### src/rsds_fifo.sv
`default_nettype none

module rsds_fifo #(
  parameter int W = 8
) (
  input  logic         clk_i,
  input  logic         rst_ni,
  input  logic         push_valid_i,
  output logic         push_ready_o,
  input  logic [W-1:0] push_data_i,
  output logic         pop_valid_o,
  input  logic         pop_ready_i,
  output logic [W-1:0] pop_data_o
);

  logic [W-1:0] mem_q [2];
  logic         wr_q, rd_q;
  logic [1:0]   cnt_q;
  logic         push, pop;

  assign push_ready_o = cnt_q != 2'd2;
  assign pop_valid_o  = cnt_q != 2'd0;
  assign push = push_valid_i && push_ready_o;
  assign pop  = pop_valid_o && pop_ready_i;
  assign pop_data_o = mem_q[rd_q];

  // Two-entry queue: pointers and fill count.
  always_ff @(posedge clk_i or negedge rst_ni) begin
    if (!rst_ni) begin
      wr_q  <= 1'b0;
      rd_q  <= 1'b0;
      cnt_q <= 2'd0;
    end else begin
      if (push) wr_q <= !wr_q;
      if (pop)  rd_q <= !rd_q;
      if (push && !pop) cnt_q <= cnt_q + 2'd1;
      else if (pop && !push) cnt_q <= cnt_q - 2'd1;
    end
  end

  always_ff @(posedge clk_i) begin
    if (push) mem_q[wr_q] <= push_data_i;
  end

endmodule

`default_nettype wire

### config.mk
export PLATFORM = sky130hd
export DESIGN_NAME = rsds_fifo
export DESIGN_NICKNAME = d
export VERILOG_FILES = /design/src/rsds_fifo.sv
export SDC_FILE = /design/constraint.sdc
export NUM_CORES = 1
export LEC_CHECK = 0
export ABC_CLOCK_PERIOD_IN_PS = 3900
export BUFFER_PORTS_ARGS = -buffer_cell sky130_fd_sc_hd__buf_4
export CORE_UTILIZATION = 45
export DETAILED_ROUTE_END_ITERATION = 10
export PLACE_DENSITY = 0.81
export SLEW_MARGIN = 5
export SYNTH_ARGS = -nofsm -noshare
export SYNTH_HDL_FRONTEND = slang
export SYNTH_SLANG_ARGS = --single-unit
### constraint.sdc
create_clock -name clk_i -period 3.9 [get_ports clk_i]
set_input_delay 0.39 -clock clk_i [delete_from_list [all_inputs] [get_ports clk_i]]
set_output_delay 0.39 -clock clk_i [all_outputs]
set_load 0.005 [all_outputs]
### Word level (Yosys, flattened, before mapping)

Memories as Yosys holds them, arrays and structs flattened.
Index checks and enable logic that the tools add are counted.
Widths: inputs -> output; s select.

| storage, ports and cells | value |
|---|---|
| word-level logic and storage cells | 21 |
| memory bits (writable) | 16 |
| output and inout bits | 10 |
| register bits after elaboration | 4 |
| memories kept | 1 |
| input port bits | 12 |

Memories:

| memory | words | bits a word | read ports | clocked after Yosys merged registers in | wr ports | RTL line | text |
|---|---|---|---|---|---|---|---|
| mem_q | 2 | 8 | 1 | 0 | 1 | 16 | `logic [W-1:0] mem_q [2];` |

| operators by class | value |
|---|---|
| reduce and logical (&&, ||, !) cells | 10 |
| $add $sub $neg | 2 |
| equal/unequal tests | 1 |
| muxes and demuxes | 4 |

Operator list:

| cell | count |
|---|---|
| $logic_and 1x1->1 | 4 |
| $logic_not 1->1 | 4 |
| $mux 2 | 2 |
| $reduce_bool 2->1 | 2 |
| $add 2x1->2 const B | 1 |
| $mux 1 | 2 |
| $ne 2x2->1 const B | 1 |
| $sub 2x1->2 const B | 1 |

### Longest topological paths before layout

| logic depth | value |
|---|---|
| word-level depth | 6 |
| gate-level depth with buffers | 7 |
| gate-level depth less buffers | 7 |

### Least setup slack after synthesis

Ideal clock, no wire load.

| path | value |
|---|---|
| path type | register to register |
| start | reg cnt_q[0] |
| end | mem mem_q[0][0] (enable) |
| path buffers | 0 |
| path slack | 2.530 ns |
| stages on the path, launching flop included | 4 |
| clock period less this slack | 1.370 ns |
| setup time | 0.370 ns |
| arrival | 1.000 ns |
| required time | 3.530 ns |
| path through | dfrtp_1 nand2b_4 nand2_1 nor2_1 |

| between the ends | value |
|---|---|
| longest elaborated chain between the ends | 4 |

RTL lines:

| item | RTL line | text |
|---|---|---|
| start: declaration | 18 | `logic [1:0] cnt_q;` |
| start signal: assignment | 36 | `if (push && !pop) cnt_q <= cnt_q + 2'd1;` |
| start signal: assignment | 37 | `else if (pop && !push) cnt_q <= cnt_q - 2'd1;` |
| $ne 2x2->1 | 21 | `assign push_ready_o = cnt_q != 2'd2;` |
| named net push_ready_o | 9 | `output logic push_ready_o,` |
| $logic_and 1x1->1 | 23 | `assign push = push_valid_i && push_ready_o;` |
| $mux 1 | 42 | `if (push) mem_q[wr_q] <= push_data_i;` |
| $mux 1 (not written as such) | 42 |  |
| end: declaration | 16 |  |

The timed path passes the listed nets, and every way through them passes these cells.

### Final worst setup path

| path | value |
|---|---|
| start | reg rd_q |
| end | out pop_data_o[6] |

| between the ends | value |
|---|---|
| longest elaborated chain between the ends | 1 |

RTL lines:

| item | RTL line | text |
|---|---|---|
| start: declaration | 17 | `logic wr_q, rd_q;` |
| start signal: assignment | 35 | `if (pop) rd_q <= !rd_q;` |
| $mem_v2 2x8 | -- |  |
| end: declaration | 13 | `output logic [W-1:0] pop_data_o` |

No other way between the ends.

==> summary.txt <==
Floorplan
  • Core area: 0.00158 sq mm
  • Cell Rows: 14
  • Starting Density: roughly half
  • Die W: 43.8 um
  • Die area: around 0.0019 sq mm
  • I/O pin count: 22
  • Die H: roughly 44 um

Placement
  • Post-place setup slack: around 2300 ps
  • Gpl congestion: about 0.8
  • Port bufs: 21
  • Placed inst area: 960 sq um

Hold path
  • Min-delay worst type: input pin to flop

Setup path
  • Critical R2R Launch: cnt_q[0]
  • Critical path type: flop to output port
  • CP arrival: around 1400 ps
  • WP data required: 3510 ps
  • Crit start category: flop
  • Worst Setup End Kind: output port
  • R2R Path End: mem_q[0][5]
  • R2R setup slack: 2310 ps
  • Worst r2r path cells: 3
  • Critical Path Sink: pop_data_o[6]
  • Max FO, Critical Path: 9
  • Critical Path Start: rd_q

Cells and area
  • Final #Nets: between 80 and 90
  • Final core area utilization: a little under two thirds
  • Final std cell area, no fill: approximately 0.0010 sq mm
  • Register area: between 500 and 600 sq um
  • Fill cell count: roughly 120
  • ANT cells: 0
  • Fraction of layout cells with a size suffix above 1: between 50% and 60%
  • Area occupied by multi-input gates: ~200 sq um
  • Area Growth Syn to Fin: 27.8%

Routing
  • Drt total wl: 1.07 mm
  • 1st-iter DRT viols: 12
  • Post-DR wirelength/cell: 12.8 um
  • DRC Markers: 0
  • Antenna-violating nets left: 0
  • Drt first pass iters: 2
  • Vias: 421
  • Vias per cell: 5.01

CTS
  • # H-tree levels: 1
  • CTS buffer count: 3
  • Post-CTS Setup Repair Bufs: 0
  • CTS tree: done
  • Reg clk slew, reported paths: about 110 ps
  • Worst skew pair latency: slightly below 300 ps
  • Clock Path Buffers: 2
  • Clock sinks: 20
  • Root buffer selected by CTS: clkbuf_4

Synthesis
  • Yosys cell types: 14
  • Synth Area in Compound Gates: 0%
  • Synthesized instance count: 43
  • Sequential-to-total area share from yosys stat: ~74%
  • Adder-Cell Fraction of Synth Area: 1.59%
  • Syn Nets: 56
  • Ys Warns: 0
  • Top cells by area, synth: edfxtp_1 61%, dfrtp_1 13%, mux2_2 11%
  • Combinational family with the most area after synthesis: multiplexers
  • Number of synthesized register bits: 20
  • Synthesized area per cell: roughly 18 sq um
  • Post-Synth XOR/XNOR Area: between 5 and 6%
  • Post-synthesis mux area share: between 10% and 20%
  • Simple-gate portion of the synthesized area: roughly 6.5%
  • Mapped Area: between 700 and 800 sq um
  • Share of the synthesized area in the top cell type: between 60 and 70%
  • Synth area leader: edfxtp_1

Timing
  • Crit path time final: ~1800 ps
  • Worst-Margin Slew: roughly 680 ps
  • Fmax: between 0.5 and 0.6 GHz
  • Rel. slew slack: approximately 54%
  • Finish-stage setup viols: 0
  • TNS Setup: 0 ps
  • Setup skew after layout: 7.55 ps
  • RSZ-0062 raised after global routing: no
  • WHS: roughly 270 ps
  • Final WS setup: about 2100 ps
  • Fin crit share: 45.6%
  • Slew Viols, Final: 0
  • Final hold violation count: 0

Global routing
  • GRT overflow: 0
  • Overall Global Routing Usage: approximately 14%
  • Vias in the first global route: around 430
  • Antenna violations before repair: 0
  • First-pass GRT wire length: between 1.5 and 2 mm
  • Largest net degree at the start of global routing: 12

Run status
  • Outcome: complete, no violations

Power and ir drop
  • Net Sw Frac: 27.8%
  • Clk pwr share: ~16%
  • VDD IR-drop max: 0.000415 V
  • Combinational power share: between 30% and 40%
  • Switching power: ~200 uW
  • Internal power: 508 uW
  • Power per standard cell area: ~700 mW/mm^2
  • Seq pwr share: roughly 50%
  • Cell leakage power: 0.413 nW

Flow run
  • Max Cap Viol: 0
==> worst min path at each step <==
stage,depth (start not counted),slack (ps),start,endpoint
2_1_floorplan,0,90,rst_ni,cnt_q[0]
3_3_place_gp,1,190,rst_ni,cnt_q[0]
3_5_place_dp,1,190,rst_ni,cnt_q[0]
4_1_cts,1,260,push_data_i[6],mem_q[1][6]
5_1_grt,1,250,push_data_i[5],mem_q[1][5]
6_report,1,270,push_data_i[6],mem_q[1][6]
==> metal layers <==
layer	vias up	wire length [um]	track usage, %
met5	-	0	0
met4	0	7	10.0
met3	2	37	5.00
met2	12	593	24.5
met1	201	433	13.3
li1	206	-	-
==> cells by family (layout without fill, tap and decap cells) <==
group                      Yosys count  in the layout
buffers and inverters                2             27
adders and majority gates            1              1
xor gates and xnor gates             5              5
DFF                                 20             20
and+or+nand+nor                      7              7
muxes                                8              8
==> sequential cells by signal, summed over array words and instances (netlist names) <==
name	count
cnt_q	2
rd_q	1
mem_q	16
wr_q	1
==> worst max-delay path, stage by stage (launching register included) <==
cell,delay (ps)
dfrtp_1,580
mux2_2,380
buf_4,130
==> cells in the final DEF, fill, tap and decap left out <==
master,synthesis,routed
buf_4,0,21
edfxtp_1,16,16
mux2_2,8,8
dfrtp_1,4,4
xnor2_1,3,3
clkbuf_4,0,3
nor2_1,2,2
xor2_1,2,2
nand2b_4,1,1
nand2_1,1,1
inv_1,1,1
or2_4,1,1
nand2_4,1,1
and3_1,1,1
ha_1,1,1
clkbuf_8,0,1
dlygate4sd3_1,0,1
==> power by group through the flow <==
| stage | Clock (mW) | Combinational (mW) | Sequential, mW |
|---|---|---|---|
| 3_5_place_dp | 0 | 0.247 | 0.350 |
| 3_3_place_gp | 0 | 0.242 | 0.345 |
| 4_1_cts | 0.120 | 0.249 | 0.345 |
| 6_report | 0.114 | 0.245 | 0.344 |
| 2_1_floorplan | 0 | 0.166 | 0.325 |
| 5_1_grt | 0.129 | 0.269 | 0.352 |
==> synthesized netlist by cell type, drive strengths merged <==
master and n:
nor2 2, or2 1, ha 1, xor2 2, mux2 8, nand2 2
buf 1, nand2b 1, inv 1, dfrtp 4, and3 1, edfxtp 16
xnor2 3
==> area by class of cell <==
| cell class | count | area share, % |
|---|---|---|
| inverter | 1 | 0.373 |
| multi-input combinational | 21 | 19.7 |
| tap | 16 | 1.99 |
| timing repair buffer | 22 | 16.7 |
| sequential | 20 | 57.7 |
| clock buffer | 4 | 3.61 |
==> what timing repair did <==
action,4_1_cts,5_1_grt
hold buffers,1,0
resized for setup,0,0
hold endpoints to repair,4,0
==> per-stage QoR <==
step,cells,power [mW]
6_report,84,0.703
5_1_grt,84,0.750
4_1_cts,84,0.714
3_5_place_dp,79,0.597
3_3_place_gp,79,0.588
2_1_floorplan,43,0.490
(Power assumes the default switching activity.)
