===== src/rsds_pkg.sv =====
`default_nettype none

package rsds_pkg;

  // Configuration register indexes.
  localparam int CfgIdxW = 2;
  localparam logic [CfgIdxW-1:0] CfgInner = 2'd0;
  localparam logic [CfgIdxW-1:0] CfgOuter = 2'd1;
  localparam logic [CfgIdxW-1:0] CfgCurve = 2'd2;

  // Register widths and reset values.
  localparam int CfgDataW = 16;
  localparam int RadW     = 16;
  localparam int CurveW   = 2;
  localparam logic [RadW-1:0]   InnerReset = 16'd6554;
  localparam logic [RadW-1:0]   OuterReset = 16'd62259;

  // Response curve codes; the unused code behaves as linear.
  localparam logic [CurveW-1:0] CurveLinear = 2'd0;
  localparam logic [CurveW-1:0] CurveQuad   = 2'd1;
  localparam logic [CurveW-1:0] CurveSmooth = 2'd2;

  // Output format: signed deflection, full scale 32767.
  localparam int OutW   = 16;
  localparam int ScaleW = 15;

endpackage

`default_nettype wire


===== src/rsds_if.sv =====
`default_nettype none

// Stick sample channel.
interface rsds_sample_if #(parameter int SW = 12) ();
  logic          valid;
  logic          ready;
  logic [SW-1:0] raw_x;
  logic [SW-1:0] raw_y;
  modport source (output valid, raw_x, raw_y, input ready);
  modport sink   (input valid, raw_x, raw_y, output ready);
endinterface


`default_nettype wire


===== src/rsds_front.sv =====
`default_nettype none

module rsds_front import rsds_pkg::*; #(
  parameter int SW = 12
) (
  input  logic            clk_i,
  input  logic            rst_ni,
  rsds_sample_if.sink     sample_i,
  output logic            push_valid_o,
  input  logic            push_ready_i,
  output logic [4*SW+1:0] push_data_o
);

  localparam logic [SW-1:0] Mid = {1'b1, {(SW-1){1'b0}}};

  logic          valid_q;
  logic          sx_q, sy_q;
  logic [SW-1:0] ax_q, ay_q;
  logic [2*SW-1:0] sq;

  // The stage takes a new item whenever its content moves on to the queue.
  assign sample_i.ready = !valid_q || push_ready_i;

  always_ff @(posedge clk_i or negedge rst_ni) begin
    if (!rst_ni) begin
      valid_q <= 1'b0;
    end else if (sample_i.ready) begin
      valid_q <= sample_i.valid;
    end
  end

  // Center both samples on the midpoint and split into sign and magnitude.
  always_ff @(posedge clk_i) begin
    if (sample_i.ready && sample_i.valid) begin
      sx_q <= sample_i.raw_x < Mid;
      sy_q <= sample_i.raw_y < Mid;
      ax_q <= (sample_i.raw_x < Mid) ? Mid - sample_i.raw_x : sample_i.raw_x - Mid;
      ay_q <= (sample_i.raw_y < Mid) ? Mid - sample_i.raw_y : sample_i.raw_y - Mid;
    end
  end

  // Squared vector length; it fits since each magnitude is at most the midpoint.
  assign sq = (2*SW)'(ax_q) * (2*SW)'(ax_q) + (2*SW)'(ay_q) * (2*SW)'(ay_q);

  assign push_valid_o = valid_q;
  assign push_data_o  = {sx_q, sy_q, ax_q, ay_q, sq};

endmodule

`default_nettype wire


===== src/flat_wrapper.sv =====
// flat-port wrapper written by rule: the top's interface ports become plain ports
module rsds_front_flat import rsds_pkg::*;
#(
  parameter int SW = 12
)
  (clk_i, rst_ni, push_valid_o, push_ready_i, push_data_o, sample_i_valid, sample_i_raw_x, sample_i_raw_y, sample_i_ready);
  rsds_sample_if #(.SW(SW)) sample_i_i ();
  input  logic clk_i;
  input  logic rst_ni;
  output logic push_valid_o;
  input  logic push_ready_i;
  output logic [4*SW+1:0] push_data_o;
  input wire logic [$bits(sample_i_i.valid)-1:0] sample_i_valid;
  input wire logic [$bits(sample_i_i.raw_x)-1:0] sample_i_raw_x;
  input wire logic [$bits(sample_i_i.raw_y)-1:0] sample_i_raw_y;
  output wire logic [$bits(sample_i_i.ready)-1:0] sample_i_ready;
  assign sample_i_i.valid = sample_i_valid;
  assign sample_i_i.raw_x = sample_i_raw_x;
  assign sample_i_i.raw_y = sample_i_raw_y;
  assign sample_i_ready = sample_i_i.ready;
  rsds_front #(.SW(SW)) u_core (.clk_i(clk_i), .rst_ni(rst_ni), .sample_i(sample_i_i), .push_valid_o(push_valid_o), .push_ready_i(push_ready_i), .push_data_o(push_data_o));
endmodule

===== config.mk =====
export PLATFORM = sky130hd
export DESIGN_NAME = rsds_front_flat
export DESIGN_NICKNAME = d
export VERILOG_FILES = /design/src/rsds_pkg.sv /design/src/rsds_if.sv /design/src/rsds_front.sv /design/src/flat_wrapper.sv
export SDC_FILE = /design/constraint.sdc
export NUM_CORES = 1
export LEC_CHECK = 0
export ABC_AREA = 0
export BUFFER_PORTS_ARGS = -buffer_cell sky130_fd_sc_hd__buf_2
export CAP_MARGIN = 25
export CORE_UTILIZATION = 55
export CTS_BUF_LIST = sky130_fd_sc_hd__clkbuf_4 sky130_fd_sc_hd__clkbuf_8 sky130_fd_sc_hd__clkbuf_16
export DETAILED_ROUTE_END_ITERATION = 12
export GPL_TIMING_DRIVEN = 0
export PLACE_DENSITY = 0.74
export SKIP_LAST_GASP = 1
export SLEW_MARGIN = 20
export SYNTH_ARGS = -nofsm -noshare
export SYNTH_HDL_FRONTEND = slang
export SYNTH_SLANG_ARGS = --single-unit

===== constraint.sdc =====
create_clock -name clk_i -period 9.07 [get_ports clk_i]
set_clock_uncertainty 0.2 [all_clocks]
set_input_delay 2.2675 -clock clk_i [delete_from_list [all_inputs] [get_ports clk_i]]
set_output_delay 2.2675 -clock clk_i [all_outputs]
set_load 0.02 [all_outputs]

Word-level counts from Yosys, hierarchy flattened:

Cells that the tools add are included.

* bits in registers: 27
* latch bits: 0
* memory bits (writable): 0
* ROM bits: 0
* bits of input ports: 28
* output and inout port bits: 52
* word-level logic and storage cells: 19
* memories: 0

* add/sub/neg operators: 5
* $mul: 2
* div/mod/pow operators: 0
* magnitude comparators: 2
* eq/ne operators: 0
* shift-type cells: 0
* mux-type cells: 2
* bitwise gates (word level): 0
* reduce and logical (&&, ||, !) cells: 3

Operators with widths (number)
* $mul A12 B12 Y24: 2
* $add A24 B24 Y24: 1
* $lt A12 B12 Y1 const B: 2
* $mux W12: 2
* $sub A12 B12 Y12 const A: 2
* $sub A12 B12 Y12 const B: 2
* $logic_and A1 B1 Y1: 1
* $logic_not A1 Y1: 1
* $logic_or A1 B1 Y1: 1

Logic depth before layout (Yosys ltp):

* word-level depth: 3
* depth in mapped cells: 25
* mapped depth without buffers: 23

Worst setup path before layout:

No wires, ideal clock.

* kind: register to output
* from: register u_core.ax_q[2]
* to: output push_data_o[19]
* arrival: 6207 ps
* data required time: 6602 ps
* path slack: 396 ps
* stages on the path, launching flop included: 23
* buffers on the path: 2
* cell sequence: edfxtp_1 clkbuf_1 nand2_1 fa_1 inv_1 fa_1 inv_1 fa_1 fa_1 inv_1 fa_1 fa_1 inv_1 fa_1 inv_1 ha_1 buf_2 nand2_2 nor2_1 a211oi_4 o22ai_4 and4_2 or3_1

* cells in the longest elaborated chain, start to end: 2

RTL lines
* start, declared: RTL line rsds_front.sv:18 `logic [SW-1:0] ax_q, ay_q;`
* start signal, assigned: RTL line rsds_front.sv:37 `ax_q <= (sample_i.raw_x < Mid) ? Mid - sample_i.raw_x : sample_i.raw_x - Mid;`
* $mul A12 B12 Y24: RTL line rsds_front.sv:43 `assign sq = (2*SW)'(ax_q) * (2*SW)'(ax_q) + (2*SW)'(ay_q) * (2*SW)'(ay_q);`
* $add A24 B24 Y24: RTL line rsds_front.sv:43
* end, declared: RTL line flat_wrapper.sv:12 `output logic [4*SW+1:0] push_data_o;`

No other way between the ends.

Worst setup path in the final report:

* from: register u_core.ax_q[8]
* to: output push_data_o[19]

Same word-level chain as after synthesis.

==> run_results.csv <==
group,metric,value,unit
outcome,status,"complete, no violations",
synthesis,synth.distinct_cells,46,
placement,portBuffers,79,
sta,fmax,0.1119,GHz
synthesis,yosys_warnings,0,
floorplan,pin_count,80,
placement,post-dp-hpwl,17.27,mm
job,maxCapViolCount,0,
layout,layout_common_cells,"291 x inv_1, 195 x fa_1, 105 x ha_1",
critical_path,crit_type,"flop to output port",
synthesis,synthesis.instances,1003,
clocking,cts_tree,"done",
sta,setup_violations,0,
synthesis,ys_async_sr_fraction,0.03704,
floorplan,coreArea,16640,um2
grt,grt_pass1_vias,7178,
sta,finalCriticalPeriod,8.935,ns
floorplan,chipWidth,132.8,um
sta,tightest_slew,0.4573,ns
route,drt_first_pass_iters,5,
grt,grt_max_degree,19,
clocking,cts.sinks,27,
grt,grtUsageTotal,0.2406,
synthesis,synth.cell_area,9412,um2
clocking,cts_buffer_depth,2,
critical_path,crit_required,6.60,ns
sta,hold_viol_final,0,
layout,fin_nets,1466,
layout,area_delta_synth_final,14.34,%
clocking,clk_latency,0.26,ns
critical_path,crit_path_end_kind,"output port",
layout,diodes,0,
layout,final_design_area_no_fill,10760,um2
floorplan,fp-row-count,47,
synthesis,synth_top_area_cell,"fa_1",
sta,period_share,0.9851,
worst_hold_path,whs_path_depth,2,
grt,busiest_layer,"met2",
layout,layout-drive-gt1-share,0.1738,
grt,met2_usage,0.4421,
synthesis,syn-num-nets,1340,
grt,grt_pass1_wl,33.26,mm
route,avgRoutedWirePerCell,15.48,um
sta,rsz0062_at_grt,"true",
critical_path,r2r_start,"u_core.push_valid_o",
layout,final_util,0.6466,
critical_path,cp-start-kind,"flop",
route,detail-route-antenna-nets,0,
route,dr_total_vias,6984,
worst_hold_path,hold_end,"u_core.push_valid_o",
placement,gp_congestion,0.8993,
route,drc_errors,0,
synthesis,synth_top_area_frac,0.4233,
floorplan,die_y,132.8,um
critical_path,cp_max_fo,6,
critical_path,reg2reg_slack,7.42,ns
synthesis,synth_ff_type,"edfxtp_1",
grt,grt_antenna_before_repair,0,
critical_path,rr_worst_depth,3,
worst_hold_path,hp-class,"flop to flop",
synthesis,synth_area_per_cell,9.383,um2
grt,use_met1,0.2897,
clocking,cts-htree-levels,1,
route,drt_iter0_markers,339,
layout,layoutNonFillerInstCount,1348,
clocking,cts-buffers-inserted,3,
synthesis,yosys-top-cells-area,"fa_1 42%, ha_1 15%, inv_1 12%, edfxtp_1 8.3%, and2_1 4.0%",
synthesis,yosys_register_bits,27,
synthesis,ys_seq_area_frac,0.08562,
placement,placed_cells,1303,
grt,grt_use_met3,0.03487,
placement,dpl-instance-area,10100,um2
floorplan,start_util,0.5655,
grt,overflow,0,
clocking,clockRootBuffer,"clkbuf_16",
route,drt-total-wl,20.87,mm
worst_hold_path,worstHoldStart,"u_core.push_valid_o",
route,vias_per_cell,5.181,
clocking,clk_pin_slew,0.07,ns
floorplan,die_area,17640,um2
synthesis,synth_edf_count,26,
sta,final_max_slew_viol_count,0,
layout,final_common_cell,"inv_1",
critical_path,arrival,6.47,ns
critical_path,reg2reg_to,"u_core.ay_q[5]",
layout,fillers,1350,
sta,slew_headroom,0.6951,
==> registers in the layout, indices dropped and copies added, names as in the netlist <==
name                 count
u_core.ay_q             12
u_core.push_valid_o      1
u_core.sy_q              1
u_core.ax_q             12
u_core.sx_q              1
==> cell families after synthesis <==
logic type | Yosys count | synth area share
and+or+nand+nor | 219 | 0.1137
xor gates and xnor gates | 47 | 0.04374
DFF | 27 | 0.08562
adders and majority gates | 309 | 0.5695
AOI/OAI and AO/OA | 72 | 0.05211
buffers and inverters | 326 | 0.1319
muxes | 3 | 0.003456
==> area by class of cell <==
| class | instances | area, um2 | share of cell area |
|---|---|---|---|
| Tap cell | 220 | 275.3 | 0.02558 |
| Clock buffer | 3 | 75.07 | 0.006976 |
| Sequential cell | 27 | 805.8 | 0.07487 |
| Multi-Input combinational cell | 650 | 7507 | 0.6976 |
| Inverter | 294 | 1106 | 0.1028 |
| Timing Repair Buffer | 130 | 814.5 | 0.07569 |
| Clock inverter | 1 | 5.005 | 0.0004651 |
| Buffer | 23 | 172.7 | 0.01604 |
==> repair_timing <==
| action | 4_1_cts | 5_1_grt |
|---|---|---|
| pin swaps | 3 | 18 |
| hold buffers | 0 | 0 |
| setup endpoints to repair | 12 | 11 |
| gates resized for setup | 24 | 63 |
| buffers inserted | 26 | 24 |
==> cell usage after synthesis (all sizes together), types with 3 or more instances <==
cell type and count:
a21oi 28, nand4 4, a31oi 8, inv 294, buf 6, o22ai 3, xnor2 20, nand2b 4
nor2 42, or3 4, a21o 10, and3 6, edfxtp 26, and2 60, o211ai 3, fa 199
xor2 27, nor3 9, or2 3, o21ai 10, clkbuf 26, ha 110, nor2b 4, nand2 79
==> routing by layer <==
layer	routed length, um	vias to the layer above	share of wire
li1	-	3229	-
met5	0	-	0
met3	1144	43	0.055
met1	7667	3502	0.37
met4	728	0	0.035
met2	11330	210	0.54
==> worst max-delay path, cell delays in order, from the launching register on <==
cell and delay (ns):
edfxtp_1 0.51, buf_6 0.16, and2_4 0.14, inv_1 0.05
fa_1 0.50, inv_1 0.05, fa_1 0.50, inv_1 0.05
fa_1 0.52, inv_1 0.05, fa_1 0.54, fa_1 0.42
fa_1 0.49, inv_1 0.05, fa_1 0.47, inv_1 0.04
ha_1 0.29, buf_6 0.15, nand2_4 0.09, nor2_2 0.05
a211oi_4 0.22, o22ai_4 0.17, and4_4 0.21, or3_4 0.32
buf_6 0.14
==> per-stage QoR <==
| step | hold slack [ns] | setup slack, ns | TNS [ns] |
|---|---|---|---|
| floorplan | 0.5826 | 0.3959 | 0 |
| global placement | 0.3014 | -0.1250 | -0.3577 |
| detailed placement | 0.3102 | -0.1660 | -0.6277 |
| CTS | 0.3250 | -0.01035 | -0.01035 |
| global route | 0.3624 | -0.09292 | -0.3225 |
| finish | 0.3225 | 0.1354 | 0 |
==> worst max-delay path by stage <==
| stage | to | slack (ns) | from |
|---|---|---|---|
| 2_1_floorplan | push_data_o[19] | 0.40 | u_core.ax_q[2] |
| 3_3_place_gp | push_data_o[21] | -0.13 | u_core.ax_q[8] |
| 3_5_place_dp | push_data_o[19] | -0.17 | u_core.ax_q[8] |
| 4_1_cts | push_data_o[22] | -0.01 | u_core.ax_q[5] |
| 5_1_grt | push_data_o[19] | -0.09 | u_core.ay_q[5] |
| 6_report | push_data_o[19] | 0.14 | u_core.ax_q[8] |
Power is not shown: default switching activity piles up to over one toggle a cycle in this logic, so the estimate is an artifact.
